## config.mk

```make
export PLATFORM = sky130hd
export DESIGN_NAME = line_tracking_motor_speed_control_flat
export DESIGN_NICKNAME = d
export VERILOG_FILES = /design/src/hw/rtl/lts_pkg.sv /design/src/hw/rtl/lts_if.sv /design/src/hw/rtl/line_tracking_motor_speed_control.sv /design/src/flat_wrapper.sv
export SDC_FILE = /design/constraint.sdc
export NUM_CORES = 1
export LEC_CHECK = 0
export BUFFER_PORTS_ARGS = -buffer_cell sky130_fd_sc_hd__buf_2
export CORE_UTILIZATION = 68
export DETAILED_ROUTE_END_ITERATION = 8
export GPL_TIMING_DRIVEN = 0
export HOLD_SLACK_MARGIN = 0.05
export PLACE_DENSITY = 0.87
export SYNTH_ARGS = -nofsm -noshare
export SYNTH_HDL_FRONTEND = slang
export SYNTH_SLANG_ARGS = --single-unit
export TNS_END_PERCENT = 50
```

## constraint.sdc

```tcl
create_clock -name i_clk -period 26.5 [get_ports i_clk]
set_input_delay 1.325 -clock i_clk [delete_from_list [all_inputs] [get_ports i_clk]]
set_output_delay 1.325 -clock i_clk [all_outputs]
set_load 0.01 [all_outputs]
```

## src/hw/rtl/lts_pkg.sv

```systemverilog
// Package for the line tracking motor speed control block.
// Holds field widths, command and position codes, register indexes and reset values.
// No dependencies.
`default_nettype none

package lts_pkg;

    localparam int KIND_W  = 2;
    localparam int POS_W   = 3;
    localparam int SPEED_W = 10;
    localparam int ACC_W   = 12;
    localparam int TRIM_W  = 8;
    localparam int STEP_W  = 4;
    localparam int LIMIT_W = 11;
    localparam int CIDX_W  = 3;
    localparam int CDATA_W = 11;

    localparam int FULL_SCALE = 1000;
    localparam int ACC_MAX    = 2047;
    localparam int ACC_MIN    = -15;

    typedef logic [KIND_W-1:0]         t_kind;
    typedef logic [POS_W-1:0]          t_pos;
    typedef logic [SPEED_W-1:0]        t_speed;
    typedef logic signed [ACC_W-1:0]   t_acc;
    typedef logic signed [TRIM_W-1:0]  t_trim;
    typedef logic [STEP_W-1:0]         t_step;
    typedef logic [LIMIT_W-1:0]        t_limit;
    typedef logic [CIDX_W-1:0]         t_cfg_idx;
    typedef logic [CDATA_W-1:0]        t_cfg_data;

    // command kinds
    localparam t_kind KIND_TICK    = 2'd0;
    localparam t_kind KIND_ENABLE  = 2'd1;
    localparam t_kind KIND_DISABLE = 2'd2;

    // line positions
    localparam t_pos POS_NONE      = 3'd0;
    localparam t_pos POS_LEFT      = 3'd1;
    localparam t_pos POS_RIGHT     = 3'd2;
    localparam t_pos POS_CENTER    = 3'd3;
    localparam t_pos POS_FAR_LEFT  = 3'd4;
    localparam t_pos POS_FAR_RIGHT = 3'd5;

    // register indexes
    localparam t_cfg_idx REG_AUTO_SPEED  = 3'd0;
    localparam t_cfg_idx REG_LEFT_TRIM   = 3'd1;
    localparam t_cfg_idx REG_RIGHT_TRIM  = 3'd2;
    localparam t_cfg_idx REG_MIN_SPEED   = 3'd3;
    localparam t_cfg_idx REG_STEER_GAIN  = 3'd4;
    localparam t_cfg_idx REG_RISE_STEP   = 3'd5;
    localparam t_cfg_idx REG_SETTLE_STEP = 3'd6;
    localparam t_cfg_idx REG_RISE_LIMIT  = 3'd7;

    // register reset values
    localparam t_speed RST_AUTO_SPEED  = 10'd1000;
    localparam t_trim  RST_LEFT_TRIM   = 8'sd0;
    localparam t_trim  RST_RIGHT_TRIM  = 8'sd0;
    localparam t_speed RST_MIN_SPEED   = 10'd0;
    localparam t_step  RST_STEER_GAIN  = 4'd2;
    localparam t_step  RST_RISE_STEP   = 4'd2;
    localparam t_step  RST_SETTLE_STEP = 4'd5;
    localparam t_limit RST_RISE_LIMIT  = 11'd1600;

endpackage

`default_nettype wire

```

## src/hw/rtl/lts_if.sv

```systemverilog
// Channel interfaces for the line tracking motor speed control block.
// Command input, result output and register write channels; depends on lts_pkg.
`default_nettype none

interface lts_in_if
    import lts_pkg::*;
();
    logic  valid;
    logic  ready;
    t_kind kind;
    logic  tracking_active;
    t_pos  line_position;

    modport source (output valid, kind, tracking_active, line_position, input ready);
    modport sink   (input valid, kind, tracking_active, line_position, output ready);
endinterface

interface lts_out_if
    import lts_pkg::*;
();
    logic   valid;
    logic   ready;
    t_speed left_compare;
    t_speed right_compare;
    logic   bridge_enable;
    t_acc   error_level;

    modport source (output valid, left_compare, right_compare, bridge_enable, error_level,
                    input ready);
    modport sink   (input valid, left_compare, right_compare, bridge_enable, error_level,
                    output ready);
endinterface

interface lts_cfg_if
    import lts_pkg::*;
();
    logic      valid;
    logic      ready;
    t_cfg_idx  index;
    t_cfg_data data;

    modport source (output valid, index, data, input ready);
    modport sink   (input valid, index, data, output ready);
endinterface

`default_nettype wire

```

## src/hw/rtl/line_tracking_motor_speed_control.sv

```systemverilog
// Top level of the line tracking motor speed control block.
// Input register, steering update into the speed and accumulator registers, result valid.
// Depends on lts_pkg and the channel interfaces in lts_if.sv.
//
//  channel  | dir | payload                                                   | handshake
//  ---------+-----+-----------------------------------------------------------+-----------
//  i_in     | in  | kind, tracking_active, line_position                      | valid/ready
//  o_out    | out | left_compare, right_compare, bridge_enable, error_level   | valid/ready
//  i_cfg    | in  | index, data                                               | valid/ready
//
// One word per cycle sustained while o_out.ready holds high. An accepted word waits in the
// input register, which feeds one pass of update logic (accumulator add, gain multiply,
// clamps) that loads the state registers, which double as the result register, and sets result valid.
// While a result waits on o_out.ready the input register still takes one more word.
// Reset (synchronous, active low) zeroes speeds, accumulator and bridge flag and loads
// the register defaults. Register writes are always ready.
`default_nettype none

module line_tracking_motor_speed_control
    import lts_pkg::*;
(
    input  wire      i_clk,
    input  wire      i_rst_n,
    lts_in_if.sink   i_in,
    lts_out_if.source o_out,
    lts_cfg_if.sink  i_cfg
);

    // configuration registers
    t_speed r_auto_speed;
    t_trim  r_left_trim;
    t_trim  r_right_trim;
    t_speed r_min_speed;
    t_step  r_steer_gain;
    t_step  r_rise_step;
    t_step  r_settle_step;
    t_limit r_rise_limit;

    // input register
    logic  r_in_valid;
    t_kind r_in_kind;
    logic  r_in_active;
    t_pos  r_in_pos;

    // state, also the result payload
    t_acc   r_error_accum;
    t_speed r_left_speed;
    t_speed r_right_speed;
    logic   r_bridge_on;
    logic   r_out_valid;

    t_acc   n_error_accum;
    t_speed n_left_speed;
    t_speed n_right_speed;
    logic   n_bridge_on;

    logic w_adv;
    logic w_in_take;

    logic signed [ACC_W:0]   w_grow;
    t_acc                    w_acc_grown;
    logic signed [ACC_W-1:0] w_left_base;
    logic signed [ACC_W-1:0] w_right_base;
    logic signed [16:0]      w_prod;
    logic signed [16:0]      w_far_left;
    logic signed [16:0]      w_far_right;

    function automatic t_speed clamp_full(input logic signed [ACC_W-1:0] v);
        t_speed res;
        if (v < 0) begin
            res = '0;
        end else if (v > ACC_W'(FULL_SCALE)) begin
            res = SPEED_W'(FULL_SCALE);
        end else begin
            res = v[SPEED_W-1:0];
        end
        return res;
    endfunction

    function automatic t_speed clamp_far(input logic signed [16:0] v, input t_speed lo);
        logic signed [16:0] t;
        t = v;
        if (t < $signed({7'd0, lo})) begin
            t = $signed({7'd0, lo});
        end
        if (t > 17'(FULL_SCALE)) begin
            t = 17'(FULL_SCALE);
        end
        return t[SPEED_W-1:0];
    endfunction

    // advance when the result slot is free or being emptied
    assign w_adv     = r_in_valid && (!r_out_valid || o_out.ready);
    assign w_in_take = i_in.valid && i_in.ready;

    assign i_in.ready  = !r_in_valid || w_adv;
    assign i_cfg.ready = 1'b1;

    assign o_out.valid         = r_out_valid;
    assign o_out.left_compare  = r_left_speed;
    assign o_out.right_compare = r_right_speed;
    assign o_out.bridge_enable = r_bridge_on;
    assign o_out.error_level   = r_error_accum;

    // accumulator growth, saturating at the top
    always_comb begin
        w_grow = $signed({r_error_accum[ACC_W-1], r_error_accum}) +
                 $signed({{(ACC_W-STEP_W+1){1'b0}}, r_rise_step});
        if (r_error_accum < $signed({1'b0, r_rise_limit})) begin
            if (w_grow > (ACC_W+1)'(ACC_MAX)) begin
                w_acc_grown = ACC_W'(ACC_MAX);
            end else begin
                w_acc_grown = w_grow[ACC_W-1:0];
            end
        end else begin
            w_acc_grown = r_error_accum;
        end
    end

    assign w_left_base  = $signed({2'b00, r_auto_speed}) + ACC_W'(r_left_trim);
    assign w_right_base = $signed({2'b00, r_auto_speed}) + ACC_W'(r_right_trim);

    assign w_prod      = 17'(w_acc_grown) * $signed({13'd0, r_steer_gain});
    assign w_far_left  = $signed({7'd0, r_left_speed}) - w_prod;
    assign w_far_right = $signed({7'd0, r_right_speed}) - w_prod;

    always_comb begin
        n_error_accum = r_error_accum;
        n_left_speed  = r_left_speed;
        n_right_speed = r_right_speed;
        n_bridge_on   = r_bridge_on;
        case (r_in_kind)
            KIND_TICK: begin
                if (r_in_active) begin
                    n_error_accum = w_acc_grown;
                    if (r_in_pos inside {POS_LEFT, POS_RIGHT, POS_CENTER}) begin
                        n_left_speed  = clamp_full(w_left_base);
                        n_right_speed = clamp_full(w_right_base);
                        if (w_acc_grown > 0) begin
                            n_error_accum = w_acc_grown - $signed({8'd0, r_settle_step});
                        end
                    end else if (r_in_pos == POS_FAR_LEFT) begin
                        n_left_speed = clamp_far(w_far_left, r_min_speed);
                    end else if (r_in_pos == POS_FAR_RIGHT) begin
                        n_right_speed = clamp_far(w_far_right, r_min_speed);
                    end
                end
            end
            KIND_ENABLE, KIND_DISABLE: begin
                n_left_speed  = '0;
                n_right_speed = '0;
                n_bridge_on   = (r_in_kind == KIND_ENABLE);
            end
            default: begin
            end
        endcase
    end

    always_ff @(posedge i_clk) begin
        if (!i_rst_n) begin
            r_auto_speed  <= RST_AUTO_SPEED;
            r_left_trim   <= RST_LEFT_TRIM;
            r_right_trim  <= RST_RIGHT_TRIM;
            r_min_speed   <= RST_MIN_SPEED;
            r_steer_gain  <= RST_STEER_GAIN;
            r_rise_step   <= RST_RISE_STEP;
            r_settle_step <= RST_SETTLE_STEP;
            r_rise_limit  <= RST_RISE_LIMIT;
        end else if (i_cfg.valid) begin
            case (i_cfg.index)
                REG_AUTO_SPEED:  r_auto_speed  <= i_cfg.data[SPEED_W-1:0];
                REG_LEFT_TRIM:   r_left_trim   <= $signed(i_cfg.data[TRIM_W-1:0]);
                REG_RIGHT_TRIM:  r_right_trim  <= $signed(i_cfg.data[TRIM_W-1:0]);
                REG_MIN_SPEED:   r_min_speed   <= i_cfg.data[SPEED_W-1:0];
                REG_STEER_GAIN:  r_steer_gain  <= i_cfg.data[STEP_W-1:0];
                REG_RISE_STEP:   r_rise_step   <= i_cfg.data[STEP_W-1:0];
                REG_SETTLE_STEP: r_settle_step <= i_cfg.data[STEP_W-1:0];
                REG_RISE_LIMIT:  r_rise_limit  <= i_cfg.data[LIMIT_W-1:0];
                default: begin
                end
            endcase
        end
    end

    always_ff @(posedge i_clk) begin
        if (!i_rst_n) begin
            r_in_valid <= 1'b0;
        end else if (w_in_take) begin
            r_in_valid <= 1'b1;
        end else if (w_adv) begin
            r_in_valid <= 1'b0;
        end
    end

    // hold the word until it moves on
    always_ff @(posedge i_clk) begin
        if (w_in_take) begin
            r_in_kind   <= i_in.kind;
            r_in_active <= i_in.tracking_active;
            r_in_pos    <= i_in.line_position;
        end
    end

    always_ff @(posedge i_clk) begin
        if (!i_rst_n) begin
            r_error_accum <= '0;
            r_left_speed  <= '0;
            r_right_speed <= '0;
            r_bridge_on   <= 1'b0;
            r_out_valid   <= 1'b0;
        end else begin
            if (w_adv) begin
                r_error_accum <= n_error_accum;
                r_left_speed  <= n_left_speed;
                r_right_speed <= n_right_speed;
                r_bridge_on   <= n_bridge_on;
                r_out_valid   <= 1'b1;
            end else if (o_out.ready) begin
                r_out_valid <= 1'b0;
            end
        end
    end

    a_acc_range: assert property (@(posedge i_clk) disable iff (!i_rst_n)
        (r_error_accum >= ACC_W'(ACC_MIN)) && (r_error_accum <= ACC_W'(ACC_MAX)))
        else $error("accumulator out of range");

    a_speed_range: assert property (@(posedge i_clk) disable iff (!i_rst_n)
        (r_left_speed <= SPEED_W'(FULL_SCALE)) && (r_right_speed <= SPEED_W'(FULL_SCALE)))
        else $error("speed above full scale");

    a_bridge_cmd: assert property (@(posedge i_clk) disable iff (!i_rst_n)
        w_adv && (r_in_kind == KIND_ENABLE || r_in_kind == KIND_DISABLE) |=>
        r_left_speed == '0 && r_right_speed == '0 &&
        r_bridge_on == $past(r_in_kind == KIND_ENABLE))
        else $error("bridge command did not stop motors");

    a_state_hold: assert property (@(posedge i_clk) disable iff (!i_rst_n)
        !w_adv |=> $stable(r_error_accum) && $stable(r_left_speed) &&
        $stable(r_right_speed) && $stable(r_bridge_on))
        else $error("state changed without an advancing word");

    a_slot_guard: assert property (@(posedge i_clk) disable iff (!i_rst_n)
        r_out_valid && !o_out.ready |-> !w_adv)
        else $error("result overwritten while stalled");

endmodule

`default_nettype wire

```

## src/flat_wrapper.sv

```systemverilog
// flat-port wrapper written by rule: the top's interface ports become plain ports
module line_tracking_motor_speed_control_flat import lts_pkg::*;
  (i_clk, i_rst_n, i_in_valid, i_in_kind, i_in_tracking_active, i_in_line_position, i_in_ready, o_out_valid, o_out_left_compare, o_out_right_compare, o_out_bridge_enable, o_out_error_level, o_out_ready, i_cfg_valid, i_cfg_index, i_cfg_data, i_cfg_ready);
  lts_in_if i_in_i ();
  lts_out_if o_out_i ();
  lts_cfg_if i_cfg_i ();
  input  wire i_clk;
  input  wire i_rst_n;
  input wire logic [$bits(i_in_i.valid)-1:0] i_in_valid;
  input wire logic [$bits(i_in_i.kind)-1:0] i_in_kind;
  input wire logic [$bits(i_in_i.tracking_active)-1:0] i_in_tracking_active;
  input wire logic [$bits(i_in_i.line_position)-1:0] i_in_line_position;
  output wire logic [$bits(i_in_i.ready)-1:0] i_in_ready;
  output wire logic [$bits(o_out_i.valid)-1:0] o_out_valid;
  output wire logic [$bits(o_out_i.left_compare)-1:0] o_out_left_compare;
  output wire logic [$bits(o_out_i.right_compare)-1:0] o_out_right_compare;
  output wire logic [$bits(o_out_i.bridge_enable)-1:0] o_out_bridge_enable;
  output wire logic [$bits(o_out_i.error_level)-1:0] o_out_error_level;
  input wire logic [$bits(o_out_i.ready)-1:0] o_out_ready;
  input wire logic [$bits(i_cfg_i.valid)-1:0] i_cfg_valid;
  input wire logic [$bits(i_cfg_i.index)-1:0] i_cfg_index;
  input wire logic [$bits(i_cfg_i.data)-1:0] i_cfg_data;
  output wire logic [$bits(i_cfg_i.ready)-1:0] i_cfg_ready;
  assign i_in_i.valid = i_in_valid;
  assign i_in_i.kind = i_in_kind;
  assign i_in_i.tracking_active = i_in_tracking_active;
  assign i_in_i.line_position = i_in_line_position;
  assign i_in_ready = i_in_i.ready;
  assign o_out_valid = o_out_i.valid;
  assign o_out_left_compare = o_out_i.left_compare;
  assign o_out_right_compare = o_out_i.right_compare;
  assign o_out_bridge_enable = o_out_i.bridge_enable;
  assign o_out_error_level = o_out_i.error_level;
  assign o_out_i.ready = o_out_ready;
  assign i_cfg_i.valid = i_cfg_valid;
  assign i_cfg_i.index = i_cfg_index;
  assign i_cfg_i.data = i_cfg_data;
  assign i_cfg_ready = i_cfg_i.ready;
  line_tracking_motor_speed_control u_core (.i_clk(i_clk), .i_rst_n(i_rst_n), .i_in(i_in_i), .o_out(o_out_i), .i_cfg(i_cfg_i));
endmodule
```

==> impl_metrics.yaml <==
clock_network:
  post-cts-setup-buffers: 0
  cts_hold_buf: 0
  cts_tree: "done"
  clk_latency_ns: 0.35
  cts_buffers: 9
  cts_buffer_depth: 2
  clk_pin_slew_ns: 0.07
  clockRootBuffer: "clkbuf_16"
  cts-resized-gates: 0
  cts_htree_levels: 3
  cts_sinks: 100
timing:
  skew_ns: 0.00640
  period_needed_ns: 10.68
  fin_setup_tns_ns: 0
  finalHoldViolations: 0
  setup_violations: 0
  period_share_pct: 40.3
  grt_setup_unrepaired: "false"
  tightest_slew_ns: 1.07
  relSlewSlack_pct: 28.3
  fmax_mhz: 93.7
  slew_violations: 0
  setup_ws_ns: 15.82
synthesis:
  ys_ff_latch: 100
  syn_nets: 1467
  synth_most_common_cell: "nand2_1"
  synth-seq-area-share_pct: 19.8
  async_flop_share_pct: 0
  yosysTopAreaCell: "dfxtp_1"
  yosys-top-cells-count: "nand2_1 (169), ha_1 (109), inv_1 (105), a21oi_1 (101), dfxtp_1 (94)"
  yosysUniqueCellTypes: 106
  syn_avg_cell_area_um2: 7.98
  synth_edf_count: 6
  syn-cell-area_mm2: 0.0104
  synth_top_area_share_pct: 18.1
  ys_warn_count: 0
  synth_area_leaders: "dfxtp_1 (18%), ha_1 (13%), nand2_1 (6.1%)"
  synthCells: 1302
  synth-main-ff-cell: "dfxtp_1"
die:
  die_area_mm2: 0.0158
  num_rows: 44
  dieWidth_um: 126
  core_mm2: 0.0147
  io_pins: 61
  die_y_um: 126
  initial_core_util_pct: 70.7
critical_path:
  critPathMaxFanout: 10
  slowest_delay_ns: 0.84
  worst_ep_required_time_ns: 26.78
  worstPathArrival_ns: 10.96
  timing.critical_path.buf_inv: 6
  path_class: "reg -> reg"
  crit_family: "compound AO/OA/AOI/OAI gates"
  cp_common_cell: "ha_1"
  critical_path.endpoint_type: "register"
  critPathLaunchType: "register"
  cp_slowest_cell: "dlygate4sd3_1"
grt:
  grt_overflow: 0
  grt_pass1_vias: 9483
  grt_pass1_wl_um: 47300
  groute.usage.overall_pct: 37.3
  antenna_found_initial: 0
  grt_max_degree: 18
routing:
  postRouteAntennaNets: 0
  route.detailed.drc: 3
  dr.pass1.iters: 7
  routed_wl_um: 29000
  routedWlPerCell_um: 18.6
  via_count: 10100
  first_iter_violations: 1010
  via_per_inst: 6.48
worst_hold_path:
  min_path_type: "reg -> reg"
pwr:
  p_leak_nw: 5.00
  p_switching_mw: 0.164
  comb_power_share_pct: 36.0
  p_int_mw: 0.288
  swShare_pct: 36.4
  seq_power_share_pct: 35.9
  clockPowerShare_pct: 28.1
  ir_drop_mv: 0.0564
  pwr_density_cell_mw_per_mm2: 40.5
place:
  hpwlAfterDp_um: 22800
  io_buffers: 51
  gp_congestion: 0.963
  dp.cells: 1537
  pre_cts_ws_ns: 16.09
layout:
  finalNetCount: 1529
  nFillCells: 1108
  drive_above_1_share_pct: 9.93
  fin_cells: 1553
  syn2layout_area_growth_pct: 7.37
  utilization_pct: 75.9
  diodes: 0
run_status:
  run_status: "complete, but fails checks"
  violations: "design-rule violations"
job:
  max-cap-violations: 0
[per-layer routing]
metal  track usage [%]  wire length, um  vias up  share of wire, %
met1              50.7            12600     4741                43
met4              15.1             1000        0               3.5
li1                  -                -     4777                 -
met2              60.9            13300      476                46
met3              3.91             2130       76               7.3
met5                 0                0        -                 0
[flip-flops by register name (all words and copies together) (netlist names), 2 cells and up]
| register | cells |
|---|---|
| u_core.r_in_kind | 2 |
| u_core.o_out.error_level | 12 |
| u_core.r_rise_limit | 11 |
| u_core.r_left_trim | 8 |
| u_core.r_rise_step | 4 |
| u_core.r_min_speed | 10 |
| u_core.r_settle_step | 4 |
| u_core.r_right_trim | 8 |
| u_core.r_in_pos | 3 |
| u_core.r_auto_speed | 10 |
| u_core.o_out.left_compare | 10 |
| u_core.o_out.right_compare | 10 |
| u_core.r_steer_gain | 4 |
[cells in the final DEF (no fill, tap or decap), types with 5 or more instances in the layout]
| master | synthesis | layout |
|---|---|---|
| nor2b_1 | 27 | 27 |
| fa_1 | 31 | 31 |
| nand3_1 | 37 | 37 |
| a211oi_1 | 18 | 18 |
| o31ai_1 | 8 | 8 |
| clkbuf_16 | 0 | 9 |
| o21a_1 | 31 | 31 |
| o31a_1 | 11 | 11 |
| clkbuf_1 | 32 | 33 |
| nor3_1 | 14 | 14 |
| a31oi_1 | 11 | 11 |
| nor3b_1 | 5 | 5 |
| o22ai_1 | 5 | 5 |
| nand2b_1 | 11 | 11 |
| a21o_1 | 19 | 19 |
| dfxtp_1 | 94 | 94 |
| xor2_1 | 22 | 22 |
| o211ai_1 | 14 | 14 |
| nand2_1 | 169 | 169 |
| o21ai_0 | 66 | 66 |
| nand4_1 | 6 | 6 |
| o21bai_1 | 6 | 6 |
| or2_2 | 7 | 7 |
| buf_2 | 2 | 53 |
| a21oi_1 | 101 | 101 |
| mux2i_1 | 17 | 17 |
| nor4_1 | 10 | 10 |
| nor2_1 | 79 | 79 |
| inv_1 | 105 | 105 |
| or3_1 | 9 | 9 |
| ha_1 | 109 | 109 |
| o2111ai_1 | 9 | 9 |
| and2_1 | 39 | 39 |
| and3_1 | 14 | 14 |
| mux2_2 | 6 | 6 |
| edfxtp_1 | 6 | 6 |
| xnor2_1 | 34 | 34 |
[through the flow]
stage	cell area [um2]	hold WS [ns]	total power [mW]
after floorplan	10400	0.436	0.285
after global placement	10900	0.443	0.318
after detailed placement	10900	0.451	0.323
after CTS	11200	0.460	0.448
after global routing	11200	0.481	0.474
final	11200	0.457	0.452
[worst min-delay path, stage by stage, from the launching register on]
cell     delay, ns
dfxtp_1       0.31
nand2_1       0.05
a21oi_1       0.05
[path summary, 6_finish.rpt]
kind / from / to / depth (start not counted) / slack (ns)
worst max register to register: u_core.o_out.error_level[8] / u_core.o_out.left_compare[4] / 37 / 15.82
worst max-delay path: u_core.o_out.error_level[8] / u_core.o_out.left_compare[4] / 37 / 15.82
worst min register to register: u_core.r_rise_limit[2] / u_core.r_rise_limit[2] / 2 / 0.46
worst min-delay path: u_core.r_rise_limit[2] / u_core.r_rise_limit[2] / 2 / 0.46
[cell families (layout without fill, tap and decap cells)]
group | Yosys count | count (layout) | share of synthesized area (%)
mux | 23 | 23 | 2.29
other cells | 1 | 1 | 0.0361
buf+inv | 146 | 213 | 5.68
compound gates | 368 | 368 | 24.6
flops | 100 | 100 | 19.8
simple gates | 455 | 455 | 21.9
xor+xnor | 63 | 63 | 5.94
fa+ha+maj | 146 | 146 | 19.7
[power by group through the flow]
stage / clock network (mW) / logic (mW) / registers, mW
after floorplan: 0 / 0.121 / 0.164
final: 0.127 / 0.163 / 0.162
after global placement: 0 / 0.153 / 0.165
after CTS: 0.127 / 0.159 / 0.162
after global routing: 0.133 / 0.178 / 0.163
after detailed placement: 0 / 0.157 / 0.165
[cell type report]
type | count | area [um2] | share of cell area (%)
Inverter | 106 | 398 | 3.57
Multi-Input combinational cell | 1056 | 7740 | 69.4
Buffer | 40 | 193 | 1.73
Timing Repair Buffer | 51 | 255 | 2.29
Clock buffer | 11 | 243 | 2.18
Sequential cell | 100 | 2060 | 18.5
Tap cell | 184 | 230 | 2.06
Clock inverter | 5 | 37.5 | 0.336
Note: power is estimated with default switching activity, not from simulation.
